**src/sv/tcw_pkg.sv**
```systemverilog
// ----------------------------------------------------------------------------
// tcw_pkg
// Geometry, codes and shared types of the text console writer.
// ----------------------------------------------------------------------------
`timescale 1ns / 1ps
`default_nettype none

package tcw_pkg;

    localparam int COLUMNS   = 80;
    localparam int ROWS      = 25;
    localparam int NUM_CELLS = ROWS * COLUMNS;
    localparam int SCROLL_CELLS = NUM_CELLS - COLUMNS;

    localparam int COL_W  = $clog2(COLUMNS);
    localparam int ROW_W  = $clog2(ROWS);
    localparam int ADDR_W = $clog2(NUM_CELLS);

    // Fixed field widths of the stream items
    localparam int KIND_W     = 2;
    localparam int CHAR_W     = 8;
    localparam int INDEX_W    = 11;
    localparam int OUT_COL_W  = 7;
    localparam int OUT_ROW_W  = 5;
    localparam int OUT_POS_W  = 11;
    localparam int ATTR_W     = 8;
    localparam int CELL_W     = CHAR_W + ATTR_W;

    localparam logic [KIND_W-1:0] KIND_PUT   = 2'd0;
    localparam logic [KIND_W-1:0] KIND_CLEAR = 2'd1;
    localparam logic [KIND_W-1:0] KIND_READ  = 2'd2;

    localparam logic [CHAR_W-1:0] CHAR_NEWLINE = 8'd10;
    localparam logic [CHAR_W-1:0] CHAR_RETURN  = 8'd13;

    localparam logic [ATTR_W-1:0] ATTR_DEFAULT = 8'h0F;
    localparam logic [CELL_W-1:0] BLANK_CELL   = 16'h0F20;

    // Screen store access, one write and one read port
    typedef struct packed {
        logic              we;
        logic [ADDR_W-1:0] waddr;
        logic [CELL_W-1:0] wdata;
        logic              re;
        logic [ADDR_W-1:0] raddr;
    } mem_req_t;

    typedef struct packed {
        logic [OUT_COL_W-1:0] cursor_column;
        logic [OUT_ROW_W-1:0] cursor_row;
        logic [OUT_POS_W-1:0] cursor_position;
        logic [CHAR_W-1:0]    read_char;
        logic [ATTR_W-1:0]    read_attribute;
        logic                 scrolled;
    } result_t;

endpackage

`default_nettype wire

```
**src/sv/tcw_ctrl.sv**
```systemverilog
// ----------------------------------------------------------------------------
// tcw_ctrl
// Request sequencer: cursor, attribute, scroll copy and blank fill sweeps.
// ----------------------------------------------------------------------------
`timescale 1ns / 1ps
`default_nettype none

module tcw_ctrl (
    input  wire logic                          aclk,
    input  wire logic                          aresetn,
    input  wire logic                          cfg_wr_en,
    input  wire logic [tcw_pkg::ATTR_W-1:0]    cfg_wr_data,
    input  wire logic                          req_valid,
    output logic                               req_ready,
    input  wire logic [tcw_pkg::KIND_W-1:0]    req_kind,
    input  wire logic [tcw_pkg::CHAR_W-1:0]    req_char,
    input  wire logic [tcw_pkg::INDEX_W-1:0]   req_index,
    output tcw_pkg::result_t                   res,
    output logic                               res_valid,
    input  wire logic                          res_ready,
    output tcw_pkg::mem_req_t                  mem_req,
    input  wire logic [tcw_pkg::CELL_W-1:0]    mem_rdata
);

    typedef enum logic [3:0] {
        ST_IDLE   = 4'b0001,
        ST_SCROLL = 4'b0010,
        ST_FILL   = 4'b0100,
        ST_DONE   = 4'b1000
    } state_t;

    localparam logic [tcw_pkg::ADDR_W-1:0] CNT_LAST   = tcw_pkg::ADDR_W'(tcw_pkg::NUM_CELLS - 1);
    localparam logic [tcw_pkg::ADDR_W-1:0] CNT_SCROLL = tcw_pkg::ADDR_W'(tcw_pkg::SCROLL_CELLS);
    localparam logic [tcw_pkg::COL_W-1:0]  COL_LAST   = tcw_pkg::COL_W'(tcw_pkg::COLUMNS - 1);
    localparam logic [tcw_pkg::ROW_W-1:0]  ROW_LAST   = tcw_pkg::ROW_W'(tcw_pkg::ROWS - 1);

    state_t                         state_reg, state_next;
    logic [tcw_pkg::ADDR_W-1:0]     cnt_reg, cnt_next;
    logic [tcw_pkg::COL_W-1:0]      col_reg, col_next;
    logic [tcw_pkg::ROW_W-1:0]      row_reg, row_next;
    logic [tcw_pkg::ATTR_W-1:0]     attr_reg, attr_next;
    logic                           report_reg, report_next;
    logic                           scrolled_reg, scrolled_next;
    logic                           rd_hit_reg, rd_hit_next;
    logic                           wr_pend_reg, wr_pend_next;
    logic [tcw_pkg::ADDR_W-1:0]     wr_addr_reg, wr_addr_next;

    logic                           accept;
    logic [tcw_pkg::ADDR_W-1:0]     cursor_addr;

    assign accept      = req_valid && (state_reg == ST_IDLE);
    assign req_ready   = (state_reg == ST_IDLE);
    assign cursor_addr = tcw_pkg::ADDR_W'(tcw_pkg::ADDR_W'(row_reg) *
                                          tcw_pkg::ADDR_W'(tcw_pkg::COLUMNS))
                         + tcw_pkg::ADDR_W'(col_reg);

    always_comb begin
        state_next    = state_reg;
        cnt_next      = cnt_reg;
        col_next      = col_reg;
        row_next      = row_reg;
        attr_next     = cfg_wr_en ? cfg_wr_data : attr_reg;
        report_next   = report_reg;
        scrolled_next = scrolled_reg;
        rd_hit_next   = rd_hit_reg;
        wr_pend_next  = 1'b0;
        wr_addr_next  = wr_addr_reg;
        mem_req       = '0;
        res_valid     = 1'b0;

        case (state_reg)
            ST_IDLE: begin
                if (accept) begin
                    scrolled_next = 1'b0;
                    rd_hit_next   = 1'b0;
                    state_next    = ST_DONE;
                    case (req_kind)
                        tcw_pkg::KIND_PUT: begin
                            logic next_line;
                            next_line = 1'b0;
                            if (req_char == tcw_pkg::CHAR_NEWLINE) begin
                                col_next  = '0;
                                next_line = 1'b1;
                            end else if (req_char == tcw_pkg::CHAR_RETURN) begin
                                col_next = '0;
                            end else begin
                                mem_req.we    = 1'b1;
                                mem_req.waddr = cursor_addr;
                                mem_req.wdata = {attr_reg, req_char};
                                if (col_reg == COL_LAST) begin
                                    col_next  = '0;
                                    next_line = 1'b1;
                                end else begin
                                    col_next = col_reg + 1'b1;
                                end
                            end
                            if (next_line) begin
                                if (row_reg == ROW_LAST) begin
                                    // cursor stays on the last row, store moves up
                                    scrolled_next = 1'b1;
                                    cnt_next      = '0;
                                    report_next   = 1'b1;
                                    state_next    = ST_SCROLL;
                                end else begin
                                    row_next = row_reg + 1'b1;
                                end
                            end
                        end
                        tcw_pkg::KIND_CLEAR: begin
                            col_next    = '0;
                            row_next    = '0;
                            cnt_next    = '0;
                            report_next = 1'b1;
                            state_next  = ST_FILL;
                        end
                        tcw_pkg::KIND_READ: begin
                            if (req_index < tcw_pkg::INDEX_W'(tcw_pkg::NUM_CELLS)) begin
                                rd_hit_next   = 1'b1;
                                mem_req.re    = 1'b1;
                                mem_req.raddr = tcw_pkg::ADDR_W'(req_index);
                            end
                        end
                        default: begin
                        end
                    endcase
                end
            end

            ST_SCROLL: begin
                // read cell cnt+COLUMNS, write it to cell cnt in the next cycle
                if (wr_pend_reg) begin
                    mem_req.we    = 1'b1;
                    mem_req.waddr = wr_addr_reg;
                    mem_req.wdata = mem_rdata;
                end
                if (cnt_reg == CNT_SCROLL) begin
                    state_next = ST_FILL;
                end else begin
                    mem_req.re    = 1'b1;
                    mem_req.raddr = cnt_reg + tcw_pkg::ADDR_W'(tcw_pkg::COLUMNS);
                    wr_pend_next  = 1'b1;
                    wr_addr_next  = cnt_reg;
                    cnt_next      = cnt_reg + 1'b1;
                end
            end

            ST_FILL: begin
                mem_req.we    = 1'b1;
                mem_req.waddr = cnt_reg;
                mem_req.wdata = tcw_pkg::BLANK_CELL;
                if (cnt_reg == CNT_LAST) begin
                    state_next = report_reg ? ST_DONE : ST_IDLE;
                end else begin
                    cnt_next = cnt_reg + 1'b1;
                end
            end

            ST_DONE: begin
                res_valid = 1'b1;
                if (res_ready) begin
                    state_next = ST_IDLE;
                end
            end

            default: begin
                state_next = ST_IDLE;
            end
        endcase
    end

    always_comb begin
        res.cursor_column   = tcw_pkg::OUT_COL_W'(col_reg);
        res.cursor_row      = tcw_pkg::OUT_ROW_W'(row_reg);
        res.cursor_position = tcw_pkg::OUT_POS_W'(cursor_addr);
        res.read_char       = rd_hit_reg ? mem_rdata[tcw_pkg::CHAR_W-1:0] : '0;
        res.read_attribute  = rd_hit_reg ? mem_rdata[tcw_pkg::CELL_W-1:tcw_pkg::CHAR_W] : '0;
        res.scrolled        = scrolled_reg;
    end

    always_ff @(posedge aclk) begin
        if (!aresetn) begin
            // reset starts a blank sweep of the whole store
            state_reg    <= ST_FILL;
            cnt_reg      <= '0;
            col_reg      <= '0;
            row_reg      <= '0;
            attr_reg     <= tcw_pkg::ATTR_DEFAULT;
            report_reg   <= 1'b0;
            scrolled_reg <= 1'b0;
            rd_hit_reg   <= 1'b0;
            wr_pend_reg  <= 1'b0;
        end else begin
            state_reg    <= state_next;
            cnt_reg      <= cnt_next;
            col_reg      <= col_next;
            row_reg      <= row_next;
            attr_reg     <= attr_next;
            report_reg   <= report_next;
            scrolled_reg <= scrolled_next;
            rd_hit_reg   <= rd_hit_next;
            wr_pend_reg  <= wr_pend_next;
        end
    end

    always_ff @(posedge aclk) begin
        wr_addr_reg <= wr_addr_next;
    end

endmodule

`default_nettype wire

```
**config.mk**
```make
export PLATFORM = sky130hd
export DESIGN_NAME = tcw_ctrl
export DESIGN_NICKNAME = d
export VERILOG_FILES = /design/src/sv/tcw_pkg.sv /design/src/sv/tcw_ctrl.sv
export SDC_FILE = /design/constraint.sdc
export NUM_CORES = 1
export LEC_CHECK = 0
export ABC_AREA = 1
export BUFFER_PORTS_ARGS = -buffer_cell sky130_fd_sc_hd__buf_2
export CAP_MARGIN = 20
export CORE_MARGIN = 2
export CORE_UTILIZATION = 51
export DETAILED_ROUTE_END_ITERATION = 8
export GPL_TIMING_DRIVEN = 0
export PLACE_DENSITY = 0.79
export SETUP_SLACK_MARGIN = 0.1
export SLEW_MARGIN = 20
export SYNTH_ARGS = -nofsm -noshare
export SYNTH_HDL_FRONTEND = slang
export SYNTH_SLANG_ARGS = --single-unit
```
**constraint.sdc**
```tcl
create_clock -name aclk -period 2.6 [get_ports aclk]
set_input_delay 0.13 -clock aclk [delete_from_list [all_inputs] [get_ports aclk]]
set_output_delay 0.13 -clock aclk [all_outputs]
set_load 0.01 [all_outputs]
```
Word level (Yosys, flattened, before mapping)
Cells that the tools add are included.
{ "word_totals": {"reg_bits": 50, "wordCells": 105, "out_inout_bits": 82, "in_bits": 50} }
{ "op_classes": {"n_addsub": 5, "n_eq_ne": 24, "bitwise": 1, "multipliers": 1, "reduce_logical": 12, "n_lt_le_gt_ge": 1, "n_mux": 51} }
{ "ops": {"columns": ["op", "count"], "rows": [
  ["two-way mux 28 bit", 4],
  ["case mux 28 bit (3 select lines)", 1],
  ["two-way mux 11 bit", 5],
  ["two-way mux 40 bit", 1],
  ["two-way mux 12 bit", 3],
  ["case mux 11 bit (3 select lines)", 1],
  ["two-way mux 4 bit", 7],
  ["case mux 12 bit (2 select lines)", 1],
  ["== test 11 bit, second input constant", 2],
  ["case mux 11 bit (2 select lines)", 1],
  ["two-way mux 7 bit", 3],
  ["== test 8 x 4 -> 1 bit, second input constant", 2],
  ["two-way mux 8 bit", 2],
  ["!= test 2 bit, second input constant", 8],
  ["case mux 4 bit (4 select lines)", 1],
  ["two-way mux 1 bit", 15],
  ["case mux 7 bit (2 select lines)", 1],
  ["adder 11 x 1 -> 11 bit, second input constant", 1],
  ["adder 11 x 7 -> 11 bit", 1],
  ["adder 11 x 7 -> 11 bit, second input constant", 1],
  ["< comparator 11 bit, second input constant", 1],
  ["two-way mux 5 bit", 2],
  ["case mux 5 bit (2 select lines)", 1],
  ["AND reduction 5 bit", 2],
  ["other kinds (25)", 28]
]} }

Depth between registers and ports, before layout
{ "depth": {"ltp_word": 11, "ltp_mapped": 13, "mapped_depth_nobuf": 13} }

Least setup slack after synthesis
Ideal clock, no wire load.
{ "synth_timing": {"kind": "register to output", "start": "reg row_reg[1] in the netlist's numbering", "end": "out mem_req[38] in the netlist's numbering", "stages_incl_launch_ff": 12, "slack_ns": 0.385, "t_arrival_ns": 2.085, "n_path_buf": 0, "t_required_ns": 2.470, "path_cell_list": "dfxtp_1 > ha_1 > ha_1 > inv_1 > fa_1 > xor2_1 > inv_1 > nand3b_1 > inv_1 > or2_2 > nand3_1 > nand3_1"} }
{ "synth_lines": {"columns": ["element", "line_no", "source"], "rows": [
  ["from (decl)", "tcw_ctrl.sv:40", "logic [tcw_pkg::ROW_W-1:0] row_reg, row_next;"],
  ["from (signal assigned)", "tcw_ctrl.sv:196", "row_reg <= row_next;"],
  ["to (decl)", "tcw_ctrl.sv:21", "output tcw_pkg::mem_req_t mem_req,"]
]} }

==> results by stage <==
Run status:
- The run finished with clean final reports.

Logic synthesis:
- By area the synthesized netlist is led by dfxtp_1 21%, nand2_1 14%, inv_1 8.8%.
- Synthesis produced a netlist with a net count of 636.
- The number of enable-type register cells in the synthesized netlist is 11.
- The multiplexer share of the synthesized area is 0%.
- The post-synthesis cell count is 568.
- Summed over its instances, the top area cell type makes up 20.5% of the synthesized netlist area.
- Summing the areas of all xor and xnor instances in the mapped netlist gives 3.91% of the synthesized area.
- The synthesized netlist devotes 12.9% of its cell area to compound gates.
- After synthesis the netlist holds a flip-flop and latch count of 50.
- The synthesized design spends more area on one cell type than any other, namely dfxtp_1.
- Of the total synthesized cell area, the portion taken by full adders, half adders and majority gates is 6.31%.
- The distinct cell type count of the synthesized netlist is 43.
- Summing the sequential cell areas from Yosys gives 29.2% of the chip area.
- The synthesized netlist devotes 34.2% of its cell area to simple gates.
- The average instance area after synthesis is 6.70 sq um.
- The leading register cell type out of synthesis is dfxtp_1.
- After synthesis, the share of flip-flops with an asynchronous set or reset is 0%.
- The area of the mapped netlist is 3810 sq um.
- The main combinational cell family by area after synthesis is simple AND/OR/NAND/NOR gates.
- The count of synthesis-stage warnings from yosys is 0.

Clocking:
- After clock tree synthesis, the clock-pin slew on the worst setup and hold paths is 100 ps.
- The latest clock arrival within the worst-skew pair is 310 ps.
- In this run the number of H-tree levels came out at 2.
- The count of hold buffers inserted by post-cts repair is 0.
- The clock tree from TritonCTS is yes.
- The root buffer cell chosen for the clock tree is clkbuf_8.
- Clock tree synthesis inserted a total of 5 buffers.
- The maximum clock path buffer count is 2.
- CTS saw 50 sinks.

Worst setup path:
- The critical path's most frequent cell is ha_4.
- The arrival time at the worst endpoint is 2300 ps.
- The critical path ends at res[27].
- The startpoint of the lowest-slack register-to-register path is cnt_reg[0].
- The largest incremental delay on the critical path is 550 ps.
- The biggest fanout along the worst timing path is 3.
- Setup slack on the worst reg-to-reg path comes out at 390 ps.
- The worst setup path is captured at a primary output.
- The endpoint identified for the worst register-to-register timing path is wr_addr_reg[3].
- At the worst endpoint, the required time is 2470 ps.
- The sort of element at the start of the critical path is a flip-flop.
- Counting both buffers and inverters, the worst setup path holds a total of 3.
- In this design, the largest share of critical-path delay is due to adder cells.
- The depth of the most critical reg-to-reg path is 8.
- Among all stages on the critical path, the largest delay is contributed by fa_2.
- The critical path startpoint is row_reg[3].
- The cell count along the critical path is 9.
- Walking the worst path, the cells encountered are ha_4 > ha_4 > inv_2 > fa_2 > nand3b_1 > inv_1 > or2_4 > and2_4 > buf_6.
- The critical path in this run is classified as reg2out.

Timing:
- Across the routed clock network, the largest skew measured is 12.7 ps.
- The sum of negative setup slack is 0 ps.
- Setup violations remaining at the end of the flow were counted as 0.
- The worst slew margin relative to its limit is 56.0%.
- Setup repair after global routing could not meet its margin everywhere.
- The total count of hold-check failures in the final report is 0.
- Counting I/O delays and the setup requirement, the final critical path takes 2430 ps.
- The total count of max-transition violations in the final report was 0.
- Of the available clock period, the critical path in the final layout requires 93.6%.
- For the pin with the worst max-slew slack, the measured transition is 660 ps.
- The highest clock frequency the design can meet is 0.411 GHz.

Floorplanning:
- The area inside the core boundary is 7250 sq um.
- The floorplan step set the die height to 90.4 um.
- For this configuration, the core starts out at a cell density of 52.5%.
- The floorplan step set the die width to 90.4 um.
- The floorplan row count is 31.
- 132 I/O pins were placed.
- The floorplan step defined a die boundary enclosing 8170 sq um.

Finish:
- The ratio of cells with drive above 1 in the final layout is 30.4%.
- The layout-stage area growth over the synthesis result is 26.5%.
- After filler insertion, the fill cell instance count of the layout stands at 649.
- The final design utilization is 66.4%.
- The number of nets in the finished design is 778.
- The number of diodes added for antenna fixing is 0.

Pwr:
- The worst-case IR drop observed on VDD is 0.250 mV.
- After layout, the design draws a total of 1.78 mW.
- The ratio of total power to cell area is 370 nW/um^2.
- The leakage component of the power is 2.61 nW.

GRT:
- The global routing stage identified its most utilized layer as met2.
- The first-pass GRT wire length is 19.4 mm.
- In the global route stage, met3 resource usage came out at 5.43%.
- Global routing finished with a remaining overflow of 0.
- The met2 track utilization from global routing is 50.8%.
- The number of antenna violations at the first check in global routing was 0.
- The maximum number of pins on one net before global-route repair is 19.
- The total global routing track utilization is 29.5%.
- The met1 demand-to-capacity share in global routing is 36.8%.
- The via count of the first global-routing pass is 4,075.

Place:
- The number of buffers added on ports is 130.
- The congestion estimate from routability-driven global placement came to 0.917.
- Detailed placement ended at an HPWL of 9.52 mm.

Drt:
- In this run, the number of DRC markers left after iteration 0 of detailed routing was 224.
- After detailed routing, the number of vias per cell comes to 5.36.
- Wires add up to 12.2 mm.
- The total number of vias is 4,339.
- The detailed-router iteration count before antenna repair is 6.
- The count of nets left with antenna violations once routing finished came out at 0.
- The detail-routed net length per standard cell is 15.1 um.
- In the routed design, unresolved DRC markers number 0.

Hold path:
- The type of the most critical hold path is in2reg.

Run:
- Max-cap violations in this run came to 0.
-- worst min-delay path, delay by kind of cell --
family	cells	cell delay, ps
simple gates	2	120
buf+inv	1	70
-- repair_timing --
item / 4_1_cts / 5_1_grt
pin swaps: 2 / 5
setup buffers: 4 / 1
resized for setup: 17 / 8
endpoints found under the setup margin: 6 / 4
-- worst min-delay path by stage --
stage	cells after the start	endpoint	slack [ps]	startpoint
3_5_place_dp	3	attr_reg[3]	350	cfg_wr_data[3]
5_1_grt	3	attr_reg[0]	40	cfg_wr_data[0]
4_1_cts	3	attr_reg[3]	30	cfg_wr_data[3]
3_3_place_gp	3	attr_reg[0]	350	cfg_wr_data[0]
2_1_floorplan	2	attr_reg[0]	250	cfg_wr_data[0]
6_report	3	attr_reg[3]	40	cfg_wr_data[3]
-- logic make-up after synthesis --
group,after synthesis
AND/OR/NAND/NOR,285
buffers and inverters,119
AO/OA/AOI/OAI,79
flip-flops,50
adder cells (fa/ha/maj),18
XOR/XNOR,17
-- metal layers --
| layer | wire [um] | part of all wire [%] | vias to the layer above |
|---|---|---|---|
| li1 | - | - | 2096 |
| met1 | 4980 | 41 | 1970 |
| met2 | 5840 | 48 | 247 |
| met3 | 1100 | 9.0 | 26 |
| met4 | 316 | 2.6 | 0 |
| met5 | 0 | 0 | - |
-- cells in the mapped netlist (8+ instances only) --
cell      count
nand2_1     142
inv_1        89
nand3_1      50
nor2_1       49
dfxtp_1      39
a21oi_1      32
o21ai_0      20
ha_1         16
xor2_1       16
nand2_2      12
edfxtp_1     11
nor2_2       10
o22ai_1       9
nand4_1       8
-- metrics by stage --
stage               setup WS (ps)  instances  hold WS [ps]  instance area (sq um)
finish                        166        810          36.7                   4810
global route                 89.4        810          36.8                   4810
CTS                           102        809          30.4                   4760
detailed placement            125        797           355                   4580
global placement              179        797           353                   4580
floorplan                     385        568           252                   3810
-- power by group --
group	switching [mW]	internal [mW]
clock network	0.288	0.199
registers	0.0367	0.817
logic	0.282	0.161
-- cell usage in the layout, fill, tap and decap left out, types with 4 or more instances in the layout --
master,Yosys,final
a21oi_1,32,32
a22o_1,5,5
buf_2,6,134
buf_4,5,10
buf_6,2,4
clkbuf_1,6,6
clkbuf_8,0,5
dfxtp_1,39,34
dfxtp_4,0,5
edfxtp_1,11,11
ha_1,16,13
inv_1,89,88
inv_2,4,5
nand2_1,142,142
nand2_2,12,12
nand3_1,50,48
nand3_2,3,4
nand4_1,8,8
nor2_1,49,49
nor2_2,10,10
o211ai_2,5,5
o21ai_0,20,20
o221ai_1,4,4
o22ai_1,9,9
xor2_1,16,15
-- area by class of cell --
cell class | instances | area, sq um | share of cell area, %
multi-input cells | 399 | 2250 | 46.8
flip-flops and latches | 50 | 1130 | 23.5
repair buffers | 135 | 701 | 14.6
inverters | 97 | 373 | 7.74
plain buffers | 22 | 141 | 2.94
well taps | 99 | 124 | 2.57
clock buffers | 5 | 68.8 | 1.43
clock inverters | 3 | 26.3 | 0.546
(Power assumes the default switching activity.)
